## src/rtl/crrd_pkg.sv

```systemverilog
// Shared types, register indexes and the modifier-to-table decoder.
package crrd_pkg;

  localparam int ChordW = 8;
  localparam int ModW   = 5;
  localparam int TimeW  = 32;
  localparam int TabW   = 3;
  localparam int CfgW   = 16;
  localparam int IdxW   = 8;

  localparam logic [IdxW-1:0] REG_DOUBLE_CLICK = 8'd0;
  localparam logic [IdxW-1:0] REG_HOLD_DELAY   = 8'd1;

  localparam logic [CfgW-1:0] DOUBLE_CLICK_RESET = 16'd300;
  localparam logic [CfgW-1:0] HOLD_DELAY_RESET   = 16'd500;

  localparam logic [ModW-1:0] MOD_NONE       = 5'h00;
  localparam logic [ModW-1:0] MOD_SHIFT      = 5'h01;
  localparam logic [ModW-1:0] MOD_NUMERIC    = 5'h02;
  localparam logic [ModW-1:0] MOD_FUNCTION   = 5'h04;
  localparam logic [ModW-1:0] MOD_CONTROL    = 5'h08;
  localparam logic [ModW-1:0] MOD_ALT        = 5'h10;
  localparam logic [ModW-1:0] MOD_CTRL_SHIFT = 5'h09;

  localparam logic [TabW-1:0] TAB_NONE       = 3'd0;
  localparam logic [TabW-1:0] TAB_SHIFT      = 3'd1;
  localparam logic [TabW-1:0] TAB_NUMERIC    = 3'd2;
  localparam logic [TabW-1:0] TAB_FUNCTION   = 3'd3;
  localparam logic [TabW-1:0] TAB_CONTROL    = 3'd4;
  localparam logic [TabW-1:0] TAB_ALT        = 3'd5;
  localparam logic [TabW-1:0] TAB_CTRL_SHIFT = 3'd6;

  typedef struct packed {
    logic              listed;
    logic [TabW-1:0]   table_num;
  } tab_sel_t;

  typedef struct packed {
    logic                emit;
    logic [TabW-1:0]     emit_table;
    logic [ChordW-1:0]   emit_chord;
    logic                repeating;
  } result_t;

  function automatic tab_sel_t table_of(input logic [ModW-1:0] mods);
    tab_sel_t s;
    s.listed = 1'b1;
    unique case (mods)
      MOD_NONE:       s.table_num = TAB_NONE;
      MOD_SHIFT:      s.table_num = TAB_SHIFT;
      MOD_NUMERIC:    s.table_num = TAB_NUMERIC;
      MOD_FUNCTION:   s.table_num = TAB_FUNCTION;
      MOD_CONTROL:    s.table_num = TAB_CONTROL;
      MOD_ALT:        s.table_num = TAB_ALT;
      MOD_CTRL_SHIFT: s.table_num = TAB_CTRL_SHIFT;
      default: begin
        s.listed    = 1'b0;
        s.table_num = TAB_NONE;
      end
    endcase
    return s;
  endfunction

endpackage

```

## src/rtl/crrd_engine.sv

```systemverilog
// Chord release, double-press and auto-repeat state with its next-result logic.
module crrd_engine (
  input  logic                        clk,
  input  logic                        rst,
  input  logic                        step,
  input  logic [crrd_pkg::ChordW-1:0] chord,
  input  logic [crrd_pkg::ModW-1:0]   modifier_bits,
  input  logic [crrd_pkg::TimeW-1:0]  time_ms,
  input  logic [crrd_pkg::CfgW-1:0]   double_click_window,
  input  logic [crrd_pkg::CfgW-1:0]   hold_delay,
  output crrd_pkg::result_t           result
);
  import crrd_pkg::*;

  logic [ChordW-1:0] previous_chord, previous_chord_next;
  logic              sent_mark, sent_mark_next;
  logic [ChordW-1:0] last_sent_chord, last_sent_chord_next;
  logic [1:0]        click_count, click_count_next;
  logic [TimeW-1:0]  first_click_time, first_click_time_next;
  logic [TimeW-1:0]  second_click_time, second_click_time_next;

  tab_sel_t          sel;
  logic              falls;
  logic [TimeW-1:0]  diff_press;
  logic [TimeW-1:0]  diff_hold;
  logic              in_window;
  logic              past_hold;

  assign sel        = table_of(modifier_bits);
  assign falls      = chord < previous_chord;
  assign diff_press = time_ms - first_click_time;
  assign diff_hold  = time_ms - second_click_time;
  assign in_window  = $signed({diff_press[TimeW-1], diff_press})
                      < $signed({1'b0, {(TimeW-CfgW){1'b0}}, double_click_window});
  assign past_hold  = $signed({diff_hold[TimeW-1], diff_hold})
                      > $signed({1'b0, {(TimeW-CfgW){1'b0}}, hold_delay});

  always_comb begin
    previous_chord_next    = previous_chord;
    sent_mark_next         = sent_mark;
    last_sent_chord_next   = last_sent_chord;
    click_count_next       = click_count;
    first_click_time_next  = first_click_time;
    second_click_time_next = second_click_time;
    result                 = '0;

    if (sel.listed) begin
      if (falls && !sent_mark) begin
        sent_mark_next    = 1'b1;
        result.emit       = 1'b1;
        result.emit_chord = previous_chord;
        if (last_sent_chord != previous_chord) begin
          click_count_next      = 2'd1;
          first_click_time_next = time_ms;
        end
        last_sent_chord_next = previous_chord;
      end

      if (falls) begin
        previous_chord_next = chord;
      end else if (chord != last_sent_chord_next) begin
        sent_mark_next      = 1'b0;
        previous_chord_next = chord;
      end else if (chord > previous_chord) begin
        sent_mark_next         = 1'b0;
        second_click_time_next = time_ms;
        click_count_next       = in_window ? 2'd2 : 2'd1;
        previous_chord_next    = chord;
        if (!in_window) begin
          first_click_time_next = time_ms;
        end
        result.repeating = 1'b1;
      end else if (click_count == 2'd2) begin
        first_click_time_next = time_ms;
        if (past_hold) begin
          result.emit       = 1'b1;
          result.emit_chord = chord;
        end
        result.repeating = 1'b1;
      end

      if (result.emit) begin
        result.emit_table = sel.table_num;
      end
    end
  end

  always_ff @(posedge clk) begin
    if (rst) begin
      previous_chord    <= '0;
      sent_mark         <= 1'b0;
      last_sent_chord   <= '0;
      click_count       <= '0;
      first_click_time  <= '0;
      second_click_time <= '0;
    end else if (step) begin
      previous_chord    <= previous_chord_next;
      sent_mark         <= sent_mark_next;
      last_sent_chord   <= last_sent_chord_next;
      click_count       <= click_count_next;
      first_click_time  <= first_click_time_next;
      second_click_time <= second_click_time_next;
    end
  end

endmodule

```

## src/rtl/chord_release_repeat_detector_core.sv

```systemverilog
// Top level: input register, config registers, detector engine and result register.
//
//  channel  | dir | handshake             | payload
//  s_axis   | in  | s_axis_tvalid/tready  | tdata chord, time_ms; tuser modifier_bits
//  m_axis   | out | m_axis_tvalid/tready  | tdata emit, emit_chord, repeating; tuser emit_table
//  cfg      | in  | cfg_valid/cfg_ready   | cfg_index, cfg_data
//
// One word in, one word out; a word passes through the input register and the result register.
// One word per cycle while the output is ready: input and result register advance together.
// Reset clears valid flags and engine state; window and hold delay return to 300 and 500 ms.
// A stalled output holds both registers; the input still takes a word while its register is empty.
module chord_release_repeat_detector_core (
  input  logic        clk,
  input  logic        rst,
  input  logic        s_axis_tvalid,
  output logic        s_axis_tready,
  input  logic [39:0] s_axis_tdata,   // [7:0] chord, [39:8] time_ms
  input  logic [4:0]  s_axis_tuser,   // [4:0] modifier_bits
  output logic        m_axis_tvalid,
  input  logic        m_axis_tready,
  output logic [15:0] m_axis_tdata,   // [0] emit, [8:1] emit_chord, [9] repeating, rest zero
  output logic [2:0]  m_axis_tuser,   // [2:0] emit_table
  input  logic        cfg_valid,
  output logic        cfg_ready,
  input  logic [7:0]  cfg_index,
  input  logic [15:0] cfg_data
);
  import crrd_pkg::*;

  logic              s1_valid;
  logic [ChordW-1:0] s1_chord;
  logic [ModW-1:0]   s1_mods;
  logic [TimeW-1:0]  s1_time;
  logic [CfgW-1:0]   double_click_window;
  logic [CfgW-1:0]   hold_delay;
  logic              adv;
  logic              step;
  result_t           res;
  result_t           out_res;

  assign adv           = !m_axis_tvalid || m_axis_tready;
  assign step          = s1_valid && adv;
  assign s_axis_tready = !s1_valid || adv;
  assign cfg_ready     = 1'b1;

  always_ff @(posedge clk) begin
    if (rst) begin
      double_click_window <= DOUBLE_CLICK_RESET;
      hold_delay          <= HOLD_DELAY_RESET;
    end else if (cfg_valid) begin
      if (cfg_index == REG_DOUBLE_CLICK) begin
        double_click_window <= cfg_data;
      end else if (cfg_index == REG_HOLD_DELAY) begin
        hold_delay <= cfg_data;
      end
    end
  end

  always_ff @(posedge clk) begin
    if (rst) begin
      s1_valid <= 1'b0;
    end else if (s_axis_tready) begin
      s1_valid <= s_axis_tvalid;
    end
  end

  always_ff @(posedge clk) begin
    if (s_axis_tvalid && s_axis_tready) begin
      s1_chord <= s_axis_tdata[7:0];
      s1_time  <= s_axis_tdata[39:8];
      s1_mods  <= s_axis_tuser;
    end
  end

  crrd_engine u_engine (
    .clk                 (clk),
    .rst                 (rst),
    .step                (step),
    .chord               (s1_chord),
    .modifier_bits       (s1_mods),
    .time_ms             (s1_time),
    .double_click_window (double_click_window),
    .hold_delay          (hold_delay),
    .result              (res)
  );

  always_ff @(posedge clk) begin
    if (rst) begin
      m_axis_tvalid <= 1'b0;
    end else if (adv) begin
      m_axis_tvalid <= s1_valid;
    end
  end

  always_ff @(posedge clk) begin
    if (step) begin
      out_res <= res;
    end
  end

  assign m_axis_tdata = {6'd0, out_res.repeating, out_res.emit_chord, out_res.emit};
  assign m_axis_tuser = out_res.emit_table;

  a_step_fills_output: assert property (@(posedge clk) disable iff (rst)
    step |=> m_axis_tvalid)
    else $error("result register not loaded after a step");

  a_quiet_result_zero: assert property (@(posedge clk) disable iff (rst)
    (m_axis_tvalid && !m_axis_tdata[0]) |-> (m_axis_tuser == TAB_NONE
      && m_axis_tdata[8:1] == '0))
    else $error("non-emitting result carries table or chord");

  a_table_in_range: assert property (@(posedge clk) disable iff (rst)
    m_axis_tvalid |-> (m_axis_tuser != 3'd7))
    else $error("emit_table out of range");

endmodule

```

## config.mk

```make
export PLATFORM = sky130hd
export DESIGN_NAME = chord_release_repeat_detector_core
export DESIGN_NICKNAME = d
export VERILOG_FILES = /design/src/rtl/crrd_pkg.sv /design/src/rtl/crrd_engine.sv /design/src/rtl/chord_release_repeat_detector_core.sv
export SDC_FILE = /design/constraint.sdc
export NUM_CORES = 1
export LEC_CHECK = 0
export ABC_CLOCK_PERIOD_IN_PS = 5990
export BUFFER_PORTS_ARGS = -buffer_cell sky130_fd_sc_hd__buf_2
export CORE_ASPECT_RATIO = 1.25
export CORE_MARGIN = 2
export CORE_UTILIZATION = 45
export CTS_CLUSTER_SIZE = 16
export DETAILED_ROUTE_END_ITERATION = 7
export PLACE_DENSITY = 0.7
export SLEW_MARGIN = 20
export SYNTH_ARGS = -nofsm -noshare
export SYNTH_HDL_FRONTEND = slang
export SYNTH_SLANG_ARGS = --single-unit
```

## constraint.sdc

```tcl
create_clock -name clk -period 5.99 [get_ports clk]
set_input_delay 0.8985 -clock clk [delete_from_list [all_inputs] [get_ports clk]]
set_output_delay 0.8985 -clock clk [all_outputs]
set_load 0.01 [all_outputs]
```

# Word-level counts from Yosys, hierarchy flattened
# Cells that the tools add are included.
# word_totals
register_bits,175
elab_cells,94
inputBits,74
# classes
n_bitwise,4
add_sub_neg,2
n_reduce_logical,19
n_eq_ne,10
magnitude_cmp,4
muxes,38
# op_table
operator,count
32-bit two-way mux,7
8-bit two-way mux,8
32-bit subtractor,2
32-bit by 17-bit > comparator with 1-bit output,1
32-bit by 17-bit less-than comparator with 1-bit output,1
9-bit two-way mux,3
3-bit case mux with 6 select lines,1
8-bit != test,2
1-bit two-way mux,13
2-bit two-way mux,6
5-bit by 4-bit equality test with 1-bit output (second input constant),2
8-bit by 1-bit equality test with 1-bit output (second input constant),1
8-bit > comparator,1
8-bit logical NOT,1
8-bit less-than comparator,1
7-bit OR reduction,1
2-bit AND reduction,3
3-bit AND reduction,2
5-bit by 1-bit equality test with 1-bit output (second input constant),1
5-bit by 2-bit equality test with 1-bit output (second input constant),1
5-bit by 3-bit equality test with 1-bit output (second input constant),1
5-bit equality test (second input constant),1
5-bit logical NOT,1
5-bit AND reduction,1
7 further kinds,15

# Longest topological paths before layout
# logic_depth
word_depth,10
ltp_mapped,25
ltp_nobuf,25

# By module
# A second synthesis with hierarchy kept.
# unflattened
cells_unflattened,1342
hier_area_um2,11412.2
# by_module_without_submodules
mod,area_per_inst_um2,seq_area_each_um2,cells_per_inst,instances
crrd_engine,8140.3,1661.6,1131,1
chord_release_repeat_detector_core,3271.9,2422.3,211,1

# Least setup slack after synthesis
# Ideal clock, no wire load.
# synth_path
kind,flip-flop to flip-flop
from,register s1_time[0]
to,"register out_res, in the netlist m_axis_tdata[2] (data pin)"
arrival_time_ps,4456
path_stages_with_launch,26
synth_period_minus_slack_ps,4712
required_ps,5734
slack_ps,1278
path_cell_list,edfxtp_1 -> inv_1 -> ha_1 -> fa_1 -> nor2b_1 -> o21ai_0 -> a21boi_0 -> o21ai_0 -> nand2b_1 -> and2_1 -> o21ai_0 -> nand2b_1 -> a21o_1 -> a21oi_1 -> xnor2_1 -> ha_1 -> a21o_1 -> a21o_1 -> a21o_1 -> a221oi_1 -> o211ai_1 -> a211oi_1 -> nand4_1 -> nor4_1 -> nor3_2 -> a22o_1
# synth_between
elab_chain_cells,7
# synth_rtl
item,line_no,text
start: declaration,chord_release_repeat_detector_core.sv:33,logic [TimeW-1:0] s1_time;
start signal: assignment,chord_release_repeat_detector_core.sv:70,s1_time <= s_axis_tdata[39:8];
32-bit subtractor,crrd_engine.sv:32,assign diff_hold = time_ms - second_click_time;
32-bit by 17-bit > comparator with 1-bit output,crrd_engine.sv:36,"> $signed({1'b0, {(TimeW-CfgW){1'b0}}, hold_delay});"
8-bit two-way mux,crrd_engine.sv:75,if (past_hold) begin
9-bit two-way mux,crrd_engine.sv:73,end else if (click_count == 2'd2) begin
8-bit two-way mux,crrd_engine.sv:64,end else if (chord > previous_chord) begin
9-bit two-way mux,crrd_engine.sv:61,end else if (chord != last_sent_chord_next) begin
9-bit two-way mux,crrd_engine.sv:59,if (falls) begin
end signal: assignment,chord_release_repeat_detector_core.sv:97,out_res <= res;
end: declaration,chord_release_repeat_detector_core.sv:39,result_t out_res;
# Every way passes these cells.
# A chain may end at the register's enable or synchronous reset.

# Worst setup path in the final report
# layout_path
from,register s1_time[0]
to,"register out_res, in the netlist m_axis_tdata[7] (data pin)"
# The elaborated chain is that of the path after synthesis.

==> results by group <==
Pwr
  – Clock Power Share: 40.3%
  – Net Sw Power: 0.876 mW
  – Gate power share: 15.6%
  – Leakage power: 5.50 nW
  – Sw Ratio: between 30% and 40%
  – Flop pwr share: 44.1%
  – Int Pwr: between 2 and 2.5 mW
  – Pwr dens: ~220 mW/mm2
  – Max IR drop VDD: between 0.1 and 0.15 mV
  – Final Power: 2.91 mW

Worst setup path
  – Critical path arrival: 5.63 ns
  – Cell count of the worst reg-to-reg path: 25
  – WP data required: 6.21 ns
  – Crit end category: flip-flop
  – CP startpoint kind: flip-flop
  – R2r setup slk: between 0.5 and 0.6 ns
  – Worst r2r src: s1_time[0]$_DFFE_PP_
  – Worst R2R End: m_axis_tdata[7]$_SDFFCE_PN0P_
  – Setup CP Type: reg -> reg
  – Worst Path Max Fanout: 8
  – Worst Setup SP: s1_time[0]$_DFFE_PP_

Place
  – GP Congestion: 0.935
  – Port Buffer Count: 88
  – DP Wirelength: 21900 um
  – Placed cells: 1714

Clock tree
  – Root buffer cell: clkbuf_16
  – Max Root-Sink Buffers: 2
  – Clk Latency, worst-skew pair: roughly 0.46 ns
  – H-tree depth: 4
  – Setup Buffers After CTS: 0
  – Reg clk slew, reported paths: 0.08 ns
  – Cts bufs inserted: 17
  – Clk sinks: 175
  – CTS tree: done

Yosys
  – Ys async rst share: 0%
  – Synth area leaders: dfxtp_1 (20%), edfxtp_1 (15%), ha_1 (11%), mux2i_1 (9.2%), nor2_1 (4.3%)
  – Seq cells post-synth: 175
  – Mapped Area: 0.0117 mm2
  – EDFF count, synth: 58
  – Post-Synthesis Cells: 1336
  – Ys flop type: dfxtp_1
  – Top cell type's share of synthesized area: 19.9%
  – Sequential-to-total area share from yosys stat: 34.8%
  – Post-synth cell types: 75
  – Cell taking the most area after synthesis: dfxtp_1
  – Yosys warning count: 0
  – Syn avg cell area: 8.79 um2

Floorplanning
  – Row cnt: 66
  – Die Y: 185 um
  – Total core area: 0.0258 mm2
  – Die ar.: 0.0274 mm2
  – IO Pins: 96
  – Die X: approximately 150 um
  – Initial Utilization: between 40% and 50%

Routing
  – DR iter-0 viols: 686
  – DRC: 0
  – Antenna viol nets, final: 0
  – Total Wirelength: around 30000 um
  – Total number of vias: between 10000 and 15000
  – Vias/cell: ~5.8
  – Pre-Repair DR Iteration Count: 7
  – WL/cell: 17.1 um

Hold path
  – Hold path endpoint: u_engine.first_click_time[1]$_SDFFE_PP0P_
  – HP Start: u_engine.first_click_time[1]$_SDFFE_PP0P_
  – Min-Delay Path Class: reg -> reg
  – WHS Path Cells: 2

Timing
  – RSZ-0062 raised after global routing: no
  – Worst Skew: 0.0161 ns
  – Least-Margin Pin Slew: 1.12 ns
  – Slew Viols, Final: 0
  – Min Tclk post-route: ~5.4 ns
  – Timing-limited maximum frequency: approximately 0.18 GHz
  – Final Hold Vio Count: 0
  – Final Cycle Share: 90.3%
  – Relative slew slack: 25.1%
  – Setup TNS Final: 0 ns
  – # setup viols final: 0

Finish
  – P&R area growth vs syn: 11.3%
  – Filler Cell Count: ~2400
  – Most common cell after layout, fill and taps aside: nor2_1
  – Number of diodes: 0
  – Layout Cells excl Fill: 1746
  – Most frequent cells in the layout: nor2_1 (131), inv_1 (124), dfxtp_1 (117), mux2i_1 (108), ha_1 (101)
  – Layout cells sized above 1: 11.0%
  – Final Net Count: about 1600

Global routing
  – Grt ovf: 0
  – Largest net degree at the start of global routing: 76
  – GRT Total Usage: 22.1%
  – First-pass GRT wire length: 48500 um
  – Vias in the first global route: between 9000 and 10000
  – Initial antenna violation count: 0

Status
  – Status: complete, no violations

Job
  – Max cap viols: 0
[per-stage QoR]
step	util, %	hold slack (ns)	setup slack [ns]	area, um2
2_1_floorplan	-	0.435	1.28	11800
3_3_place_gp	48.1	0.447	0.600	12400
3_5_place_dp	48.2	0.452	0.490	12400
4_1_cts	50.5	0.467	0.453	13100
5_1_grt	50.6	0.500	0.117	13100
6_report	50.6	0.463	0.582	13100
[what timing repair did]
action,in CTS,in global routing
hold buffers,0,0
setup endpoints to repair,0,8
resized for setup,0,1
[synth_stat cells, drive strengths merged (5+ instances only)]
cell and number:
o211ai 19, inv 124, a21oi 90, and3 13, nor4 9, xor2 32, o22ai 62, buf 18
ha 101, a2111oi 5, nor3 18, mux2i 108, nand2 75, a221oi 6, a21o 42, clkbuf 46
nor2b 16, dfxtp 117, nand4 30, a22o 8, xnor2 32, or3 8, nor2 133, nand3 20
o21ai 47, o21a 9, a31oi 10, nand2b 12, edfxtp 58
[critical path: stages, from the launching register on]
cell and delay (ns):
edfxtp_1 0.40, inv_1 0.09, ha_1 0.24, fa_1 0.41, nor2b_1 0.14, o21ai_0 0.10, a21boi_0 0.37, o21ai_0 0.14
nand2b_1 0.12, and2_1 0.16, o21ai_0 0.08, nand2b_1 0.11, a21o_1 0.12, a21oi_1 0.07, xnor2_1 0.14, ha_1 0.30
a21o_1 0.16, a21o_1 0.17, a21o_1 0.17, a221oi_1 0.36, o211ai_1 0.14, a211oi_1 0.21, nand4_1 0.15, nor4_2 0.42
nor3_2 0.18, a22o_1 0.22
[power by group through the flow]
| stage | sequential (mW) | clock (mW) | combinational (mW) |
|---|---|---|---|
| after global placement | 1.31 | 0 | 0.439 |
| final | 1.29 | 1.17 | 0.453 |
| after floorplan | 1.30 | 0 | 0.323 |
| after global routing | 1.29 | 1.25 | 0.504 |
| after CTS | 1.29 | 1.19 | 0.449 |
| after detailed placement | 1.31 | 0 | 0.445 |
[registers in the layout (all words and copies together), names as in the netlist]
name                        count
double_click_window            16
hold_delay                     16
m_axis_tdata                   10
m_axis_tuser                    3
m_axis_tvalid                   1
s1_chord                        8
s1_mods                         5
s1_time                        32
s1_valid                        1
u_engine.click_count            2
u_engine.first_click_time      32
u_engine.last_sent_chord        8
u_engine.previous_chord         8
u_engine.second_click_time     32
u_engine.sent_mark              1
[cells by family after synthesis]
group                      synth area share, %
xor gates and xnor gates                  4.77
buffers and inverters                     6.42
adders and majority gates                 11.2
DFF                                       34.8
muxes                                     9.30
and+or+nand+nor                           14.3
AOI/OAI and AO/OA                         19.2
other                                   0.0640
[area by class of cell]
type	count	area (um2)	area share [%]
clock buffers	17	425	3.26
well taps	340	425	3.26
flip-flops and latches	175	4080	31.2
multi-input cells	978	6970	53.3
repair buffers	97	508	3.89
inverters	124	465	3.56
clock inverters	15	191	1.46
[worst max-delay path by stage]
stage	endpoint	slack [ns]
finish	m_axis_tdata[7]$_SDFFCE_PN0P_	0.58
global route	m_axis_tdata[8]$_SDFFCE_PN0P_	0.12
CTS	m_axis_tdata[7]$_SDFFCE_PN0P_	0.45
detailed placement	m_axis_tdata[7]$_SDFFCE_PN0P_	0.49
global placement	m_axis_tdata[7]$_SDFFCE_PN0P_	0.60
floorplan	m_axis_tdata[2]$_SDFFCE_PN0P_	1.28
[layer usage]
metal | up-vias | share of wire [%] | global-route usage (%)
met5 | - | 0 | 0
met4 | 0 | 3.1 | 9.03
met3 | 70 | 4.6 | 3.51
met2 | 289 | 49 | 38.9
met1 | 4787 | 43 | 26.9
li1 | 4934 | - | -
(Power assumes the default switching activity.)
